**config.mk**
```make
export PLATFORM = sky130hd
export DESIGN_NAME = iqddc_cordic
export DESIGN_NICKNAME = d
export VERILOG_FILES = /design/src/hdl/iqddc_pkg.sv /design/src/hdl/iqddc_cordic.sv
export SDC_FILE = /design/constraint.sdc
export NUM_CORES = 2
export LEC_CHECK = 0
export BUFFER_PORTS_ARGS = -buffer_cell sky130_fd_sc_hd__buf_2
export CAP_MARGIN = 20
export CORE_MARGIN = 2
export CORE_UTILIZATION = 40
export CTS_BUF_LIST = sky130_fd_sc_hd__clkbuf_16
export DETAILED_ROUTE_END_ITERATION = 7
export GPL_TIMING_DRIVEN = 0
export SLEW_MARGIN = 20
export SYNTH_ARGS = -nofsm -noshare
export SYNTH_HDL_FRONTEND = slang
export SYNTH_SLANG_ARGS = --single-unit
```
**constraint.sdc**
```tcl
create_clock -name clock -period 15.5 [get_ports clock]
set_clock_uncertainty 0.05 [all_clocks]
set_input_delay 2.325 -clock clock [delete_from_list [all_inputs] [get_ports clock]]
set_output_delay 2.325 -clock clock [all_outputs]
set_load 0.01 [all_outputs]
```
**src/hdl/iqddc_pkg.sv**
```systemverilog
// Shared types, widths and constants of the I/Q downconverter and AM/FM demodulator.
// No dependencies; used by iqddc_cordic, iqddc_divider and the top level.
`default_nettype none
package iqddc_pkg;

   localparam int XW   = 18;   // Q15 sample, rotated sample or block mean
   localparam int CW   = 30;   // CORDIC x/y datapath with 8 guard bits
   localparam int ZW   = 34;   // CORDIC angle accumulator
   localparam int KW   = 5;    // index into the arctangent table
   localparam int SUMW = 48;   // box filter sums
   localparam int CNTW = 16;   // block count and decimation factor
   localparam int AW   = 16;   // angle, turns * 2^16
   localparam int LW   = 28;   // demodulated level before clamping
   localparam int PW   = 40;   // |angle step| * FM gain
   localparam int MW   = 39;   // partial products against 2*pi
   localparam int SW   = 33;   // clamped level times audio scale

   localparam logic [29:0] INV_GAIN   = 30'h26DD3B6A;
   localparam int          GAIN_SHIFT = 38;
   localparam logic [18:0] TWO_PI_Q16 = 19'd411775;
   localparam logic signed [15:0] AUDIO_SCALE = 16'sd28000;

   localparam logic [1:0] CSR_PHASE_STEP   = 2'd0;
   localparam logic [1:0] CSR_DECIM_FACTOR = 2'd1;
   localparam logic [1:0] CSR_DEMOD_MODE   = 2'd2;
   localparam logic [1:0] CSR_FM_GAIN      = 2'd3;

   typedef struct packed {
      logic start;
      logic vector;   // 1: vectoring (magnitude and angle), 0: rotation
   } cordic_cmd_type;

   typedef struct packed {
      logic busy;
      logic done;
   } cordic_sts_type;

   function automatic logic [31:0] atan_turns(input logic [KW-1:0] k);
      logic [31:0] r;
      unique case (k)
         5'd0:  r = 32'h20000000;
         5'd1:  r = 32'h12E4051D;
         5'd2:  r = 32'h09FB385B;
         5'd3:  r = 32'h051111D4;
         5'd4:  r = 32'h028B0D43;
         5'd5:  r = 32'h0145D7E1;
         5'd6:  r = 32'h00A2F61E;
         5'd7:  r = 32'h00517C55;
         5'd8:  r = 32'h0028BE53;
         5'd9:  r = 32'h00145F2E;
         5'd10: r = 32'h000A2F98;
         5'd11: r = 32'h000517CC;
         5'd12: r = 32'h00028BE6;
         5'd13: r = 32'h000145F3;
         5'd14: r = 32'h0000A2F9;
         5'd15: r = 32'h0000517C;
         5'd16: r = 32'h000028BE;
         5'd17: r = 32'h0000145F;
         5'd18: r = 32'h00000A2F;
         5'd19: r = 32'h00000517;
         5'd20: r = 32'h0000028B;
         5'd21: r = 32'h00000145;
         5'd22: r = 32'h000000A2;
         5'd23: r = 32'h00000051;
         default: r = 32'h0;
      endcase
      return r;
   endfunction

endpackage
`default_nettype wire

```
**src/hdl/iqddc_cordic.sv**
```systemverilog
// Iterative CORDIC, one micro-rotation per cycle, in rotation or vectoring mode.
// Depends on iqddc_pkg. The gain is removed by one shared multiplier, x first, then y.
`default_nettype none
module iqddc_cordic #(
   parameter int CORDIC_STEPS = 16
) (
   input  wire logic                           clock,
   input  wire logic                           reset,
   input  wire iqddc_pkg::cordic_cmd_type      cmd,
   input  wire logic signed [iqddc_pkg::XW-1:0] x0,
   input  wire logic signed [iqddc_pkg::XW-1:0] y0,
   input  wire logic [31:0]                    angle,
   output iqddc_pkg::cordic_sts_type           sts,
   output logic signed [iqddc_pkg::XW-1:0]     ox,
   output logic signed [iqddc_pkg::XW-1:0]     oy,
   output logic [iqddc_pkg::AW-1:0]            ang
);
   import iqddc_pkg::*;

   localparam logic [2:0] C_IDLE = 3'd0;
   localparam logic [2:0] C_ITER = 3'd1;
   localparam logic [2:0] C_MULX = 3'd2;
   localparam logic [2:0] C_MULY = 3'd3;
   localparam logic [2:0] C_LAST = 3'd4;
   localparam logic [KW-1:0] K_LAST = KW'(CORDIC_STEPS - 1);

   logic [2:0]             state_ff;
   logic signed [CW-1:0]   x_ff, y_ff;
   logic signed [ZW-1:0]   z_ff;
   logic [KW-1:0]          k_ff;
   logic                   vec_ff, neg_ff, done_ff;
   logic [CW+29:0]         prod_ff;
   logic signed [XW-1:0]   ox_ff, oy_ff;

   logic signed [CW-1:0]   xs, ys, xsh, ysh, mag_src;
   logic                   flip, sigma;
   logic signed [ZW-1:0]   z_init, at;
   logic [CW-1:0]          mag_u;
   logic [XW-1:0]          scaled;

   always_comb begin
      xs = {{(CW-XW-8){x0[XW-1]}}, x0, 8'b0};
      ys = {{(CW-XW-8){y0[XW-1]}}, y0, 8'b0};
      // Rotation folds angles beyond a quarter turn by a half turn;
      // vectoring folds the left half plane onto the right.
      flip = cmd.vector ? xs[CW-1] : (angle[31] ^ angle[30]);
      if (cmd.vector) begin
         z_init = flip ? ZW'(33'h080000000) : '0;
      end else begin
         z_init = ZW'(signed'({angle[31] ^ flip, angle[30:0]}));
      end
      xsh   = x_ff >>> k_ff;
      ysh   = y_ff >>> k_ff;
      at    = ZW'(atan_turns(k_ff));
      sigma = vec_ff ? y_ff[CW-1] : !z_ff[ZW-1];
      mag_src = (state_ff == C_MULX) ? x_ff : y_ff;
      mag_u   = mag_src[CW-1] ? CW'(-mag_src) : CW'(mag_src);
      scaled  = prod_ff[GAIN_SHIFT +: XW];
   end

   always_ff @(posedge clock) begin
      done_ff <= 1'b0;
      if (reset) begin
         state_ff <= C_IDLE;
      end else begin
         unique case (state_ff)
            C_IDLE: begin
               if (cmd.start) begin
                  x_ff     <= flip ? -xs : xs;
                  y_ff     <= flip ? -ys : ys;
                  z_ff     <= z_init;
                  vec_ff   <= cmd.vector;
                  k_ff     <= '0;
                  state_ff <= C_ITER;
               end
            end
            C_ITER: begin
               if (sigma) begin
                  x_ff <= x_ff - ysh;
                  y_ff <= y_ff + xsh;
                  z_ff <= z_ff - at;
               end else begin
                  x_ff <= x_ff + ysh;
                  y_ff <= y_ff - xsh;
                  z_ff <= z_ff + at;
               end
               k_ff <= k_ff + 1'b1;
               if (k_ff == K_LAST) state_ff <= C_MULX;
            end
            C_MULX: begin
               prod_ff  <= mag_u * INV_GAIN;
               neg_ff   <= x_ff[CW-1];
               state_ff <= C_MULY;
            end
            C_MULY: begin
               ox_ff    <= neg_ff ? -signed'(scaled) : signed'(scaled);
               prod_ff  <= mag_u * INV_GAIN;
               neg_ff   <= y_ff[CW-1];
               state_ff <= C_LAST;
            end
            C_LAST: begin
               oy_ff    <= neg_ff ? -signed'(scaled) : signed'(scaled);
               done_ff  <= 1'b1;
               state_ff <= C_IDLE;
            end
            default: state_ff <= C_IDLE;
         endcase
      end
   end

   assign sts = '{busy: (state_ff != C_IDLE), done: done_ff};
   assign ox  = ox_ff;
   assign oy  = oy_ff;
   assign ang = z_ff[31:16];

endmodule
`default_nettype wire

```
==> run_results.csv <==
group,metric,value,unit
clocking,numCtsBuffers,17,
clocking,clock_path_buffers,2,
place,dp.final_hpwl,103,mm
hold_path,min_path_type,"flip-flop to flip-flop",
worst_setup_path,critPathMaxStageDelay,0.86,ns
place,dp.cells,5136,
sta,rsz0062_at_grt,"false",
hold_path,hp-start,"state_ff[1]$_SDFFE_PP0P_",
worst_setup_path,r2r-start,"state_ff[2]$_SDFFE_PP0P_",
routing,wl_per_cell,23.7,um
logic_synthesis,synth_warnings,0,
grt,grt_pass1_wl,184,mm
sta,finalHoldViolCount,0,
grt,antenna_found_initial,1,
logic_synthesis,syn_area,35800,sq um
place,io_buffers,125,
die,dieArea,91900,sq um
worst_setup_path,criticalPathCategory,"flip-flop to flip-flop",
grt,grt.total_usage,26.9,%
finish,final_cells,5168,
routing,drtIter0Drc,2343,
finish,layout-drive-gt1-share,9.07,%
die,row_count,109,
hold_path,hold_end,"state_ff[1]$_SDFFE_PP0P_",
logic_synthesis,synth-seq-cells,189,
logic_synthesis,synthDistinctLibCells,96,
sta,fmax,0.0753,GHz
clocking,cts-hold-fix-buffers,0,
clocking,cts_max_level,4,
sta,setup_violations,0,
grt,first_global_vias,29800,
logic_synthesis,avgSynthCellArea,9.35,sq um
worst_setup_path,cp_max_fo,10,
worst_setup_path,cp.arrival,13.46,ns
finish,final_common_cell,"inv_1",
die,dieWidth,303,um
logic_synthesis,synth_edf_count,155,
clocking,cts_root_buf,"clkbuf_16",
clocking,cts_resized,0,
logic_synthesis,synth_nets,4738,
worst_setup_path,slowest_stage,"nor3b_2",
clocking,cts_tree,"done",
routing,drtAntennaViolNets,0,
worst_setup_path,worstRegToRegCells,33,
clocking,clk_pin_slew,0.07,ns
clocking,postCtsSetupRepairBufs,0,
sta,slew_viol_final,0,
sta,slew_headroom,18.0,%
routing,wl,122,mm
finish,final_net_count,4901,
hold_path,whs_path_depth,2,
finish,diodes,0,
logic_synthesis,synth_ff_type,"edfxtp_1",
routing,vias_per_cell,5.70,
grt,grt_max_degree,30,
sta,final.min_clock_period,13.28,ns
worst_setup_path,worstPathRequired,15.69,ns
worst_setup_path,path_common_cell,"fa_1",
sta,tightest_slew,1.23,ns
logic_synthesis,seq_area_frac_synth,14.9,%
sta,min_period_over_period,85.7,%
worst_setup_path,reg2reg_slack,2.22,ns
worst_setup_path,cp-end-kind,"flip-flop",
worst_setup_path,startpoint_type,"flip-flop",
place,gp_congestion,1.05,
routing,drtPass1Iterations,6,
routing,drcViolationCount,0,
sta,tns,0,ns
run,cap_violations,0,
die,ioPinCount,126,
logic_synthesis,async_flop_share,0,%
logic_synthesis,synthCells,3827,
run_status,status,"complete, no violations",
clocking,clk-insertion-delay-late,0.51,ns
die,initial_utilization,40.4,%
clocking,cts.sinks,189,
finish,area_delta_synth_final,8.53,%
grt,grt_overflow,0,
die,core,88500,sq um
worst_setup_path,worstReg2RegEnd,"prod_ff[55]$_DFFE_PP_",
routing,vias,29500,
die,die_y,303,um
finish,most-common-layout-cells,"inv_1 (606), ha_1 (425), fa_1 (414)",
sta,fin_hold_ws,0.525,ns
[final cells by class]
class,count,area (sq um)
clock inverter,15,131
buffer,148,702
timing repair buffer,144,851
inverter,607,2280
sequential,189,5340
fill,8661,49700
clock buffer,17,425
tap,1165,1460
multi-input combinational,2883,27700
[worst max-delay path by stage]
stage	startpoint	cells after the start	slack (ns)	to
after floorplan	state_ff[2]$_SDFFE_PP0P_	33	4.76	prod_ff[55]$_DFFE_PP_
after global placement	state_ff[2]$_SDFFE_PP0P_	35	1.31	prod_ff[55]$_DFFE_PP_
after detailed placement	state_ff[2]$_SDFFE_PP0P_	33	2.12	prod_ff[55]$_DFFE_PP_
after CTS	state_ff[2]$_SDFFE_PP0P_	33	2.06	prod_ff[55]$_DFFE_PP_
after global routing	state_ff[2]$_SDFFE_PP0P_	33	1.37	prod_ff[55]$_DFFE_PP_
final	state_ff[2]$_SDFFE_PP0P_	33	2.22	prod_ff[55]$_DFFE_PP_
[sequential cells by signal, summed over array words and instances, names as in the netlist]
signal    count
z_ff         34
vec_ff        1
y_ff         30
done_ff       1
prod_ff      18
ox           18
at           30
neg_ff        1
oy           18
x_ff         30
k_ff          5
state_ff      3
[routing by layer]
layer | part of all wire (%) | routed length (um) | GRT usage (%) | vias up
li1 | - | - | - | 13600
met4 | 5.6 | 6810 | 13.7 | 2
met1 | 42 | 51700 | 35.3 | 14400
met5 | 0.0098 | 12 | 0 | -
met3 | 7.2 | 8800 | 4.98 | 285
met2 | 45 | 55200 | 42.7 | 1222
[worst max-delay path: cells and delay by family (launching register included)]
family	cells	cell delay, ns
adder cells (fa/ha/maj)	10	4.58
AO/OA/AOI/OAI	9	2.56
multiplexers	1	0.37
flip-flops	1	0.30
buffers and inverters	7	2.46
XOR/XNOR	2	0.82
AND/OR/NAND/NOR	4	1.84
[stage by stage]
step / area, sq um / util [%] / worst slack, ns
after CTS: 38800 / 43.9 / 2.06
after detailed placement: 38300 / 43.3 / 2.12
final: 38800 / 43.9 / 2.22
after floorplan: 35800 / - / 4.76
after global placement: 37900 / 42.8 / 1.31
after global routing: 38800 / 43.9 / 1.37
[logic make-up after synthesis]
family	synth area share, %
AOI/OAI and AO/OA	14.5
muxes	6.43
and+or+nand+nor	10.9
adders and majority gates	38.0
xor gates and xnor gates	6.90
buffers and inverters	8.32
DFF	14.9
[cells in the mapped netlist (23+ instances only)]
cell type | instances | share of area [%]
inv_1 | 605 | 6.3
clkbuf_1 | 87 | 0.91
o21ai_0 | 208 | 2.9
o21a_1 | 28 | 0.59
mux4_2 | 50 | 3.1
ha_1 | 425 | 15
edfxtp_1 | 155 | 13
o31ai_1 | 34 | 0.71
nor4_1 | 23 | 0.40
xor2_1 | 100 | 2.4
nand3b_1 | 38 | 0.80
a31oi_1 | 35 | 0.61
and2_1 | 27 | 0.47
nand3_1 | 45 | 0.63
or3_1 | 23 | 0.40
nor3_1 | 70 | 0.98
mux2i_1 | 62 | 1.7
dfxtp_1 | 34 | 1.9
a21o_1 | 70 | 1.5
o211ai_1 | 23 | 0.48
a211oi_1 | 29 | 0.61
nor2_1 | 211 | 2.2
fa_1 | 414 | 23
a21oi_1 | 218 | 3.0
mux2_2 | 35 | 1.1
xnor2_1 | 182 | 4.5
nand2_1 | 230 | 2.4
Power is left out: the tool's default activity adds up to more than one toggle a clock period on the data nets, which glitch-free logic cannot reach.
