$ cat src/hdl/iqddc_pkg.sv
// Shared types, widths and constants of the I/Q downconverter and AM/FM demodulator.
// No dependencies; used by iqddc_cordic, iqddc_divider and the top level.
`default_nettype none
package iqddc_pkg;

   localparam int XW   = 18;   // Q15 sample, rotated sample or block mean
   localparam int CW   = 30;   // CORDIC x/y datapath with 8 guard bits
   localparam int ZW   = 34;   // CORDIC angle accumulator
   localparam int KW   = 5;    // index into the arctangent table
   localparam int SUMW = 48;   // box filter sums
   localparam int CNTW = 16;   // block count and decimation factor
   localparam int AW   = 16;   // angle, turns * 2^16
   localparam int LW   = 28;   // demodulated level before clamping
   localparam int PW   = 40;   // |angle step| * FM gain
   localparam int MW   = 39;   // partial products against 2*pi
   localparam int SW   = 33;   // clamped level times audio scale

   localparam logic [29:0] INV_GAIN   = 30'h26DD3B6A;
   localparam int          GAIN_SHIFT = 38;
   localparam logic [18:0] TWO_PI_Q16 = 19'd411775;
   localparam logic signed [15:0] AUDIO_SCALE = 16'sd28000;

   localparam logic [1:0] CSR_PHASE_STEP   = 2'd0;
   localparam logic [1:0] CSR_DECIM_FACTOR = 2'd1;
   localparam logic [1:0] CSR_DEMOD_MODE   = 2'd2;
   localparam logic [1:0] CSR_FM_GAIN      = 2'd3;

   typedef struct packed {
      logic start;
      logic vector;   // 1: vectoring (magnitude and angle), 0: rotation
   } cordic_cmd_type;

   typedef struct packed {
      logic busy;
      logic done;
   } cordic_sts_type;

   function automatic logic [31:0] atan_turns(input logic [KW-1:0] k);
      logic [31:0] r;
      unique case (k)
         5'd0:  r = 32'h20000000;
         5'd1:  r = 32'h12E4051D;
         5'd2:  r = 32'h09FB385B;
         5'd3:  r = 32'h051111D4;
         5'd4:  r = 32'h028B0D43;
         5'd5:  r = 32'h0145D7E1;
         5'd6:  r = 32'h00A2F61E;
         5'd7:  r = 32'h00517C55;
         5'd8:  r = 32'h0028BE53;
         5'd9:  r = 32'h00145F2E;
         5'd10: r = 32'h000A2F98;
         5'd11: r = 32'h000517CC;
         5'd12: r = 32'h00028BE6;
         5'd13: r = 32'h000145F3;
         5'd14: r = 32'h0000A2F9;
         5'd15: r = 32'h0000517C;
         5'd16: r = 32'h000028BE;
         5'd17: r = 32'h0000145F;
         5'd18: r = 32'h00000A2F;
         5'd19: r = 32'h00000517;
         5'd20: r = 32'h0000028B;
         5'd21: r = 32'h00000145;
         5'd22: r = 32'h000000A2;
         5'd23: r = 32'h00000051;
         default: r = 32'h0;
      endcase
      return r;
   endfunction

endpackage
`default_nettype wire

$ cat src/hdl/iqddc_divider.sv
// Restoring divider, one quotient bit per cycle, truncating toward zero.
// Depends on iqddc_pkg. Divides a block sum by the number of samples in it.
`default_nettype none
module iqddc_divider (
   input  wire logic                              clock,
   input  wire logic                              reset,
   input  wire logic                              start,
   input  wire logic signed [iqddc_pkg::SUMW-1:0] dividend,
   input  wire logic [iqddc_pkg::CNTW-1:0]        divisor,
   output logic                                   done,
   output logic signed [iqddc_pkg::XW-1:0]        quotient
);
   import iqddc_pkg::*;

   localparam int NW = $clog2(SUMW);
   localparam logic [NW-1:0] N_LAST = NW'(SUMW - 1);

   logic                  busy_ff, neg_ff, done_ff;
   logic [NW-1:0]         cnt_ff;
   logic [SUMW-1:0]       dvd_ff;
   logic [CNTW-1:0]       rem_ff, dsr_ff;
   logic signed [XW-1:0]  q_ff;

   logic [CNTW:0]         trial;
   logic                  ge;
   logic [SUMW-1:0]       dvd_in;
   logic [XW-1:0]         q_low;

   always_comb begin
      trial  = {rem_ff, dvd_ff[SUMW-1]} - {1'b0, dsr_ff};
      ge     = !trial[CNTW];
      dvd_in = {dvd_ff[SUMW-2:0], ge};
      q_low  = dvd_in[XW-1:0];
   end

   always_ff @(posedge clock) begin
      done_ff <= 1'b0;
      if (reset) begin
         busy_ff <= 1'b0;
      end else if (!busy_ff) begin
         if (start) begin
            busy_ff <= 1'b1;
            neg_ff  <= dividend[SUMW-1];
            dvd_ff  <= dividend[SUMW-1] ? SUMW'(-dividend) : SUMW'(dividend);
            dsr_ff  <= divisor;
            rem_ff  <= '0;
            cnt_ff  <= '0;
         end
      end else begin
         rem_ff <= ge ? trial[CNTW-1:0] : {rem_ff[CNTW-2:0], dvd_ff[SUMW-1]};
         dvd_ff <= dvd_in;
         cnt_ff <= cnt_ff + 1'b1;
         if (cnt_ff == N_LAST) begin
            q_ff    <= neg_ff ? -signed'(q_low) : signed'(q_low);
            done_ff <= 1'b1;
            busy_ff <= 1'b0;
         end
      end
   end

   assign done     = done_ff;
   assign quotient = q_ff;

endmodule
`default_nettype wire

$ cat config.mk
export PLATFORM = sky130hd
export DESIGN_NAME = iqddc_divider
export DESIGN_NICKNAME = d
export VERILOG_FILES = /design/src/hdl/iqddc_pkg.sv /design/src/hdl/iqddc_divider.sv
export SDC_FILE = /design/constraint.sdc
export NUM_CORES = 1
export LEC_CHECK = 0
export BUFFER_PORTS_ARGS = -buffer_cell sky130_fd_sc_hd__buf_2
export CAP_MARGIN = 15
export CORE_MARGIN = 5
export CORE_UTILIZATION = 63
export CTS_BUF_LIST = sky130_fd_sc_hd__clkbuf_8 sky130_fd_sc_hd__clkbuf_16
export DETAILED_ROUTE_END_ITERATION = 8
export GPL_TIMING_DRIVEN = 0
export HOLD_SLACK_MARGIN = 0.15
export PLACE_DENSITY = 0.89
export SLEW_MARGIN = 20
export SYNTH_ARGS = -nofsm -noshare
export SYNTH_HDL_FRONTEND = slang
export SYNTH_SLANG_ARGS = --single-unit
$ cat constraint.sdc
create_clock -name clock -period 11 [get_ports clock]
set_input_delay 0.55 -clock clock [delete_from_list [all_inputs] [get_ports clock]]
set_output_delay 0.55 -clock clock [all_outputs]
set_load 0.02 [all_outputs]
==> results.sh, run 1 <==
export IMPL_instances_no_fill=820
export IMPL_antenna_left=0
export IMPL_power_switching_w=0.000287
export IMPL_synth_adder_area_share_pct=4.11
export IMPL_most_common_layout_cells="105 x edfxtp_1, 85 x buf_2, 83 x nand2_1, 62 x o21ai_0, 39 x xor2_1"
export IMPL_clock_skew_ps=19.4
export IMPL_cp_arrival_ps=3860
export IMPL_grt_max_degree=31
export IMPL_cts_root_buf="clkbuf_8"
export IMPL_first_pass_iters=5
export IMPL_slew_headroom_pct=47.5
export IMPL_via_count=4929
export IMPL_internal_power_w=0.000669
export IMPL_grt_pass1_vias=4880
export IMPL_syn_num_nets=670
export IMPL_pin_count=86
export IMPL_start_util_pct=64.5
export IMPL_route_detailed_drc=0
export IMPL_drt_wl_total_um=14100
export IMPL_tns_ps=0
export IMPL_fp_dieH_um=110
export IMPL_post_cts_setup_buffers=0
export IMPL_synth_area_leader_cell="edfxtp_1"
export IMPL_synth_edf_count=105
export IMPL_synth_compound_area_share_pct=15.3
export IMPL_pwr_density_cell_mw_per_mm2=134
export IMPL_insertion_delay_ps=380
export IMPL_multi_input_area_mm2=0.00290
export IMPL_post_cts_resized=0
export IMPL_holdBufCountCts=0
export IMPL_cts_sinks=107
export IMPL_hold_path_class="in2reg"
export IMPL_synth_xor_area_share_pct=10.5
export IMPL_yosys_mux_area_fraction_pct=1.58
export IMPL_grt_pass1_wl_um=23300
export IMPL_synth_top_area_share_pct=50.3
export IMPL_fin_crit_ps=3730
export IMPL_hpwl_um=10500
export IMPL_final_setup_viol_count=0
export IMPL_drv_slew=0
export IMPL_drive_above_1_share_pct=19.4
export IMPL_cp_required_ps=11130
export IMPL_dieArea_mm2=0.0121
export IMPL_antennaDiodeCount=0
export IMPL_syn_area_mm2=0.00627
export IMPL_portBuffers=85
export IMPL_synthArstFlopShare_pct=0
export IMPL_tightestPinTransition_ps=788
export IMPL_final_common_cell="edfxtp_1"
export IMPL_synth_top_family_by_area="compound AO/OA/AOI/OAI gates"
export IMPL_netSwitchingFraction_pct=30.0
export IMPL_p_leak_nw=2.68
export IMPL_synth_area_leaders="edfxtp_1 50%, xor2_1 5.4%, xnor2_1 5.0%, nand2_1 5.0%, o21ai_0 4.9%"
export IMPL_numCtsBuffers=9
export IMPL_wl_per_cell_um=17.2
export IMPL_cts_tree="done"
export IMPL_fill_cells=688
export IMPL_combPwrFrac_pct=22.2
export IMPL_die_w_um=110
export IMPL_core_area_mm2=0.00973
export IMPL_cp_max_fo=10
export IMPL_via_per_inst=6.01
export IMPL_power_frac_clock_pct=24.6
export IMPL_syn_area_per_cell_um2=10.8
export IMPL_clk_pin_slew_ps=110
export IMPL_fin_nets=769
export IMPL_ir_worst_vdd_uv=106
export IMPL_fin_crit_sh_pct=33.9
export IMPL_rows=36
export IMPL_cts_max_level=3
export IMPL_ys_flop_type="edfxtp_1"
export IMPL_gp_congestion=0.870
export IMPL_post_dp_cell_area_mm2=0.00693
export IMPL_end_kind="register"
export IMPL_syn_inst=583
export IMPL_crit_type="reg2reg"
export IMPL_dp_cells=804
export IMPL_synth_seq_cells=107
export IMPL_startpoint_type="register"
export IMPL_overflow=0
export IMPL_drt_iter0_drc=398
export IMPL_clock_path_buffers=2
export IMPL_grt_usage_pct=24.8
export IMPL_area_delta_synth_final_pct=13.6
export IMPL_max_freq_mhz=268
export IMPL_antenna_found_initial=0
export IMPL_register_area_mm2=0.00319
export IMPL_ys_seq_area_share_pct=50.9
export IMPL_fin_area_mm2=0.00712
export IMPL_synth_simple_area_share_pct=14.6
export IMPL_power_frac_seq_pct=53.2
export IMPL_rsz0062_at_grt="false"
export IMPL_outcome="completed"
export IMPL_hold_viol_final=0
export IMPL_yosysWarnings=0
export IMPL_drv_cap=0
export IMPL_ys_types=54
[worst max-delay path: stages, from the launching register on]
cell	delay [ps]
edfxtp_1	340
inv_1	60
ha_1	230
fa_1	400
nand2b_1	210
a21oi_1	330
o21a_1	240
a31oi_1	120
xnor2_1	220
clkbuf_1	400
clkbuf_1	520
o21ai_0	230
xnor2_1	160
[worst paths after layout]
kind,from,end,slack (ps),depth (start not counted)
worst min register to register,dvd_ff[33],dvd_ff[34],540,2
worst max register to register,dvd_ff[47],quotient[4],7270,12
worst max-delay path,dvd_ff[47],quotient[4],7270,12
worst min-delay path,divisor[1],dsr_ff[1],330,1
[per-stage QoR]
step / util [%] / power, W / hold slack, ps / worst slack [ps]
floorplan: - / 0.000656 / 493 / 6430
global placement: 70.6 / 0.000710 / 513 / 4990
detailed placement: 71.3 / 0.000725 / 516 / 7390
CTS: 73.2 / 0.000955 / 314 / 7330
global route: 73.2 / 0.00100 / 310 / 7040
finish: 73.2 / 0.000956 / 332 / 7270
[power groups by stage]
stage	combinational, W	sequential [W]	clock [W]
2_1_floorplan	0.000143	0.000513	0
3_3_place_gp	0.000192	0.000518	0
3_5_place_dp	0.000209	0.000517	0
4_1_cts	0.000211	0.000508	0.000237
5_1_grt	0.000237	0.000511	0.000255
6_report	0.000212	0.000508	0.000235
[cells in the mapped netlist, drive strengths merged, types with 2 or more instances]
master,count
mux2,7
o21ai,63
nand2,83
mux2i,2
o21a,9
o211a,2
nor2,19
a31oi,6
xnor2,36
nor3,8
xor2,39
or2,4
nand3,11
clkbuf,24
nand2b,6
buf,3
o31ai,18
nor3b,2
dfxtp,2
a21oi,10
nor4,6
nor2b,4
a21o,4
edfxtp,105
or4,8
and3,3
ha,19
o41ai,13
or3,9
inv,24
a21boi,10
and3b,2
and2,8
a31o,3
[area by class of cell]
cell class / count / share of cell area (%)
Inverter: 24 / 1.26
Buffer: 27 / 1.42
Clock buffer: 10 / 1.93
Timing Repair Buffer: 88 / 6.74
Sequential cell: 107 / 44.8
Tap cell: 133 / 2.34
Multi-Input combinational cell: 425 / 40.7
Clock inverter: 6 / 0.755
[metal layers]
metal	wire, um	track usage, %	vias to the layer above	part of all wire, %
met3	1150	5.87	26	8.1
li1	-	-	2323	-
met1	5620	31.7	2351	40
met4	251	8.28	0	1.8
met2	7100	41.7	229	50
met5	0	0	-	0
[sequential cells by signal, summed over array words and instances (netlist names)]
register	count
dvd_ff	48
neg_ff	1
rem_ff	16
done	1
cnt_ff	6
quotient	18
busy_ff	1
dsr_ff	16
[cells by family (layout without fill, tap and decap cells)]
group / count (synthesis) / count (layout)
AO/OA/AOI/OAI: 143 / 143
XOR/XNOR: 75 / 75
adder cells (fa/ha/maj): 20 / 20
buffers and inverters: 51 / 155
flip-flops: 107 / 107
multiplexers: 9 / 9
AND/OR/NAND/NOR: 178 / 178
Power figures use the tool's default switching activity.
==> inputs of run 2 (changes only) <==
--- a/config.mk
+++ b/config.mk
@@ -8,12 +8,12 @@
 export BUFFER_PORTS_ARGS = -buffer_cell sky130_fd_sc_hd__buf_2
 export CAP_MARGIN = 15
 export CORE_MARGIN = 5
-export CORE_UTILIZATION = 63
+export CORE_UTILIZATION = 53
 export CTS_BUF_LIST = sky130_fd_sc_hd__clkbuf_8 sky130_fd_sc_hd__clkbuf_16
 export DETAILED_ROUTE_END_ITERATION = 8
 export GPL_TIMING_DRIVEN = 0
 export HOLD_SLACK_MARGIN = 0.15
-export PLACE_DENSITY = 0.89
+export PLACE_DENSITY = 0.8
 export SLEW_MARGIN = 20
 export SYNTH_ARGS = -nofsm -noshare
 export SYNTH_HDL_FRONTEND = slang
==> constraint.sdc (replaced) <==
create_clock -name clock -period 3.2 [get_ports clock]
set_input_delay 0.16 -clock clock [delete_from_list [all_inputs] [get_ports clock]]
set_output_delay 0.16 -clock clock [all_outputs]
set_load 0.02 [all_outputs]
==> results.sh, run 2 (synthesis results as in run 1) <==
export IMPL_final_common_cell="edfxtp_1"
export IMPL_dieArea_mm2=0.0141
export IMPL_met3_usage_pct=5.44
export IMPL_antenna_found_initial=0
export IMPL_largest_reg_flops=48
export IMPL_final_core_util_pct=65.3
export IMPL_max_freq_mhz=329
export IMPL_r2r_slack_ps=160
export IMPL_critical_path_top_delay_family="buffers and inverters"
export IMPL_startpoint_type="register"
export IMPL_wl_per_cell_um=16.8
export IMPL_drive_above_1_share_pct=20.2
export IMPL_portBuffers=85
export IMPL_instances_no_fill=850
export IMPL_netSwitchingFraction_pct=26.5
export IMPL_slowest_delay_ps=390
export IMPL_fin_area_mm2=0.00752
export IMPL_power_frac_seq_pct=47.8
export IMPL_first_pass_iters=5
export IMPL_crit_type="reg2reg"
export IMPL_p_leak_nw=2.86
export IMPL_fin_nets=789
export IMPL_clock_path_buffers=2
export IMPL_ir_worst_vdd_uv=276
export IMPL_via_count=4917
export IMPL_slowest_stage="edfxtp_1"
export IMPL_grtUsageMet1_pct=26.4
export IMPL_start_util_pct=54.5
export IMPL_critical_path_cell_chain="ha_1 -> clkbuf_1 -> and4_1 -> and2_1 -> a221o_1 -> a31oi_2 -> xnor2_1 -> inv_1 -> buf_4 -> ha_1 -> inv_1 -> o21ai_0 -> xnor2_1"
export IMPL_numCtsBuffers=9
export IMPL_hpwl_um=10700
export IMPL_grt_usage_pct=20.4
export IMPL_grt_max_degree=23
export IMPL_path_buf_inv=4
export IMPL_fin_crit_sh_pct=95.0
export IMPL_combPwrFrac_pct=21.3
export IMPL_drt_iter0_drc=438
export IMPL_fp_dieH_um=119
export IMPL_area_delta_synth_final_pct=19.9
export IMPL_dp_cells=815
export IMPL_fin_crit_ps=3040
export IMPL_antennaDiodeCount=0
export IMPL_via_per_inst=5.78
export IMPL_internal_power_w=0.00268
export IMPL_pin_count=86
export IMPL_antenna_left=0
export IMPL_clk_pin_slew_ps=70
export IMPL_rows=39
export IMPL_grt_busiest_layer="met2"
export IMPL_final_setup_viol_count=0
export IMPL_die_w_um=119
export IMPL_post_dp_cell_area_mm2=0.00698
export IMPL_pwr_density_cell_mw_per_mm2=486
export IMPL_cts_max_level=3
export IMPL_insertion_delay_ps=350
export IMPL_power_switching_w=0.000970
export IMPL_gp_congestion=0.886
export IMPL_cts_sinks=107
export IMPL_core_area_mm2=0.0115
export IMPL_grt_met2_usage_pct=34.0
export IMPL_hold_viol_final=0
export IMPL_top_register="dvd_ff"
export IMPL_outcome="completed"
export IMPL_end_kind="register"
export IMPL_clock_skew_ps=5.40
export IMPL_fin_total_pwr_w=0.00365
export IMPL_hold_path_class="in2reg"
export IMPL_cp_arrival_ps=3140
export IMPL_drv_cap=0
export IMPL_fin_hold_ws_ps=182
export IMPL_drt_wl_total_um=14200
export IMPL_drv_slew=0
export IMPL_power_frac_clock_pct=30.9
export IMPL_most_common_layout_cells="105 x edfxtp_1, 87 x buf_2, 83 x nand2_1, 62 x o21ai_0, 39 x xor2_1"
export IMPL_overflow=0
export IMPL_cp_max_fo=10
export IMPL_slew_headroom_pct=45.1
export IMPL_cp_required_ps=3300
export IMPL_cts_tree="done"
export IMPL_route_detailed_drc=0
export IMPL_grt_pass1_vias=4795
export IMPL_tightestPinTransition_ps=823
export IMPL_grt_pass1_wl_um=23200
export IMPL_cts_root_buf="clkbuf_16"
run 2: cell types whose count changed in the layout (fill, tap and decap cells not counted), sizes merged:
cell         before  now
buf              91   96
bufinv            0    1
clkinvlp          1    0
dlygate4sd3       0   17
inv              28   26
run 2: layer usage:
layer / up-vias / share of wire (%)
met2: 203 / 48
met1: 2328 / 42
met5: - / 0
met4: 0 / 1.2
met3: 19 / 8.8
li1: 2367 / -
run 2: area by class of cell:
type / instances / area, um^2
well taps: 143 / 179
flip-flops and latches: 107 / 3190
clock buffers: 12 / 267
clock inverters: 4 / 42.5
fillers: 896 / 4000
multi-input cells: 425 / 2930
plain buffers: 27 / 115
repair buffers: 108 / 704
inverters: 24 / 90.1
run 2: what timing repair did:
item,in CTS,in global routing
setup endpoints to repair,26,27
gates resized for setup,8,9
endpoints found under the hold margin,17,0
setup buffers,0,2
hold buffers,17,0
pin swaps,0,3
run 2: metrics by stage:
stage / worst slack [ps] / TNS (ps)
floorplan: 280 / 0
global placement: -297 / -18780
detailed placement: -384 / -4630
CTS: 57.5 / 0
global route: -14.3 / -27.9
finish: 162 / 0
run 2: worst paths after layout:
kind,startpoint,endpoint,depth (start not counted)
setup / recovery,rem_ff[12],quotient[10],13
hold / removal,reset,busy_ff,3
setup reg to reg,rem_ff[12],quotient[10],13
hold reg to reg,dvd_ff[37],dvd_ff[38],2
run 2: worst register-to-register path, cell delays in order (launching register included):
cell and delay, ps:
edfxtp_1 390, ha_1 300, clkbuf_1 190, and4_1 260, and2_1 180, a221o_1 300
a31oi_2 170, xnor2_1 180, inv_1 110, buf_4 200, ha_1 180, inv_1 70
o21ai_0 100, xnor2_1 150
run 2: power by group through the flow:
stage	combinational, W	sequential (W)	clock [W]
after floorplan	0.000493	0.00176	0
after global placement	0.000670	0.00177	0
after detailed placement	0.000731	0.00178	0
after CTS	0.000760	0.00175	0.00114
after global routing	0.000861	0.00176	0.00121
final	0.000777	0.00175	0.00113
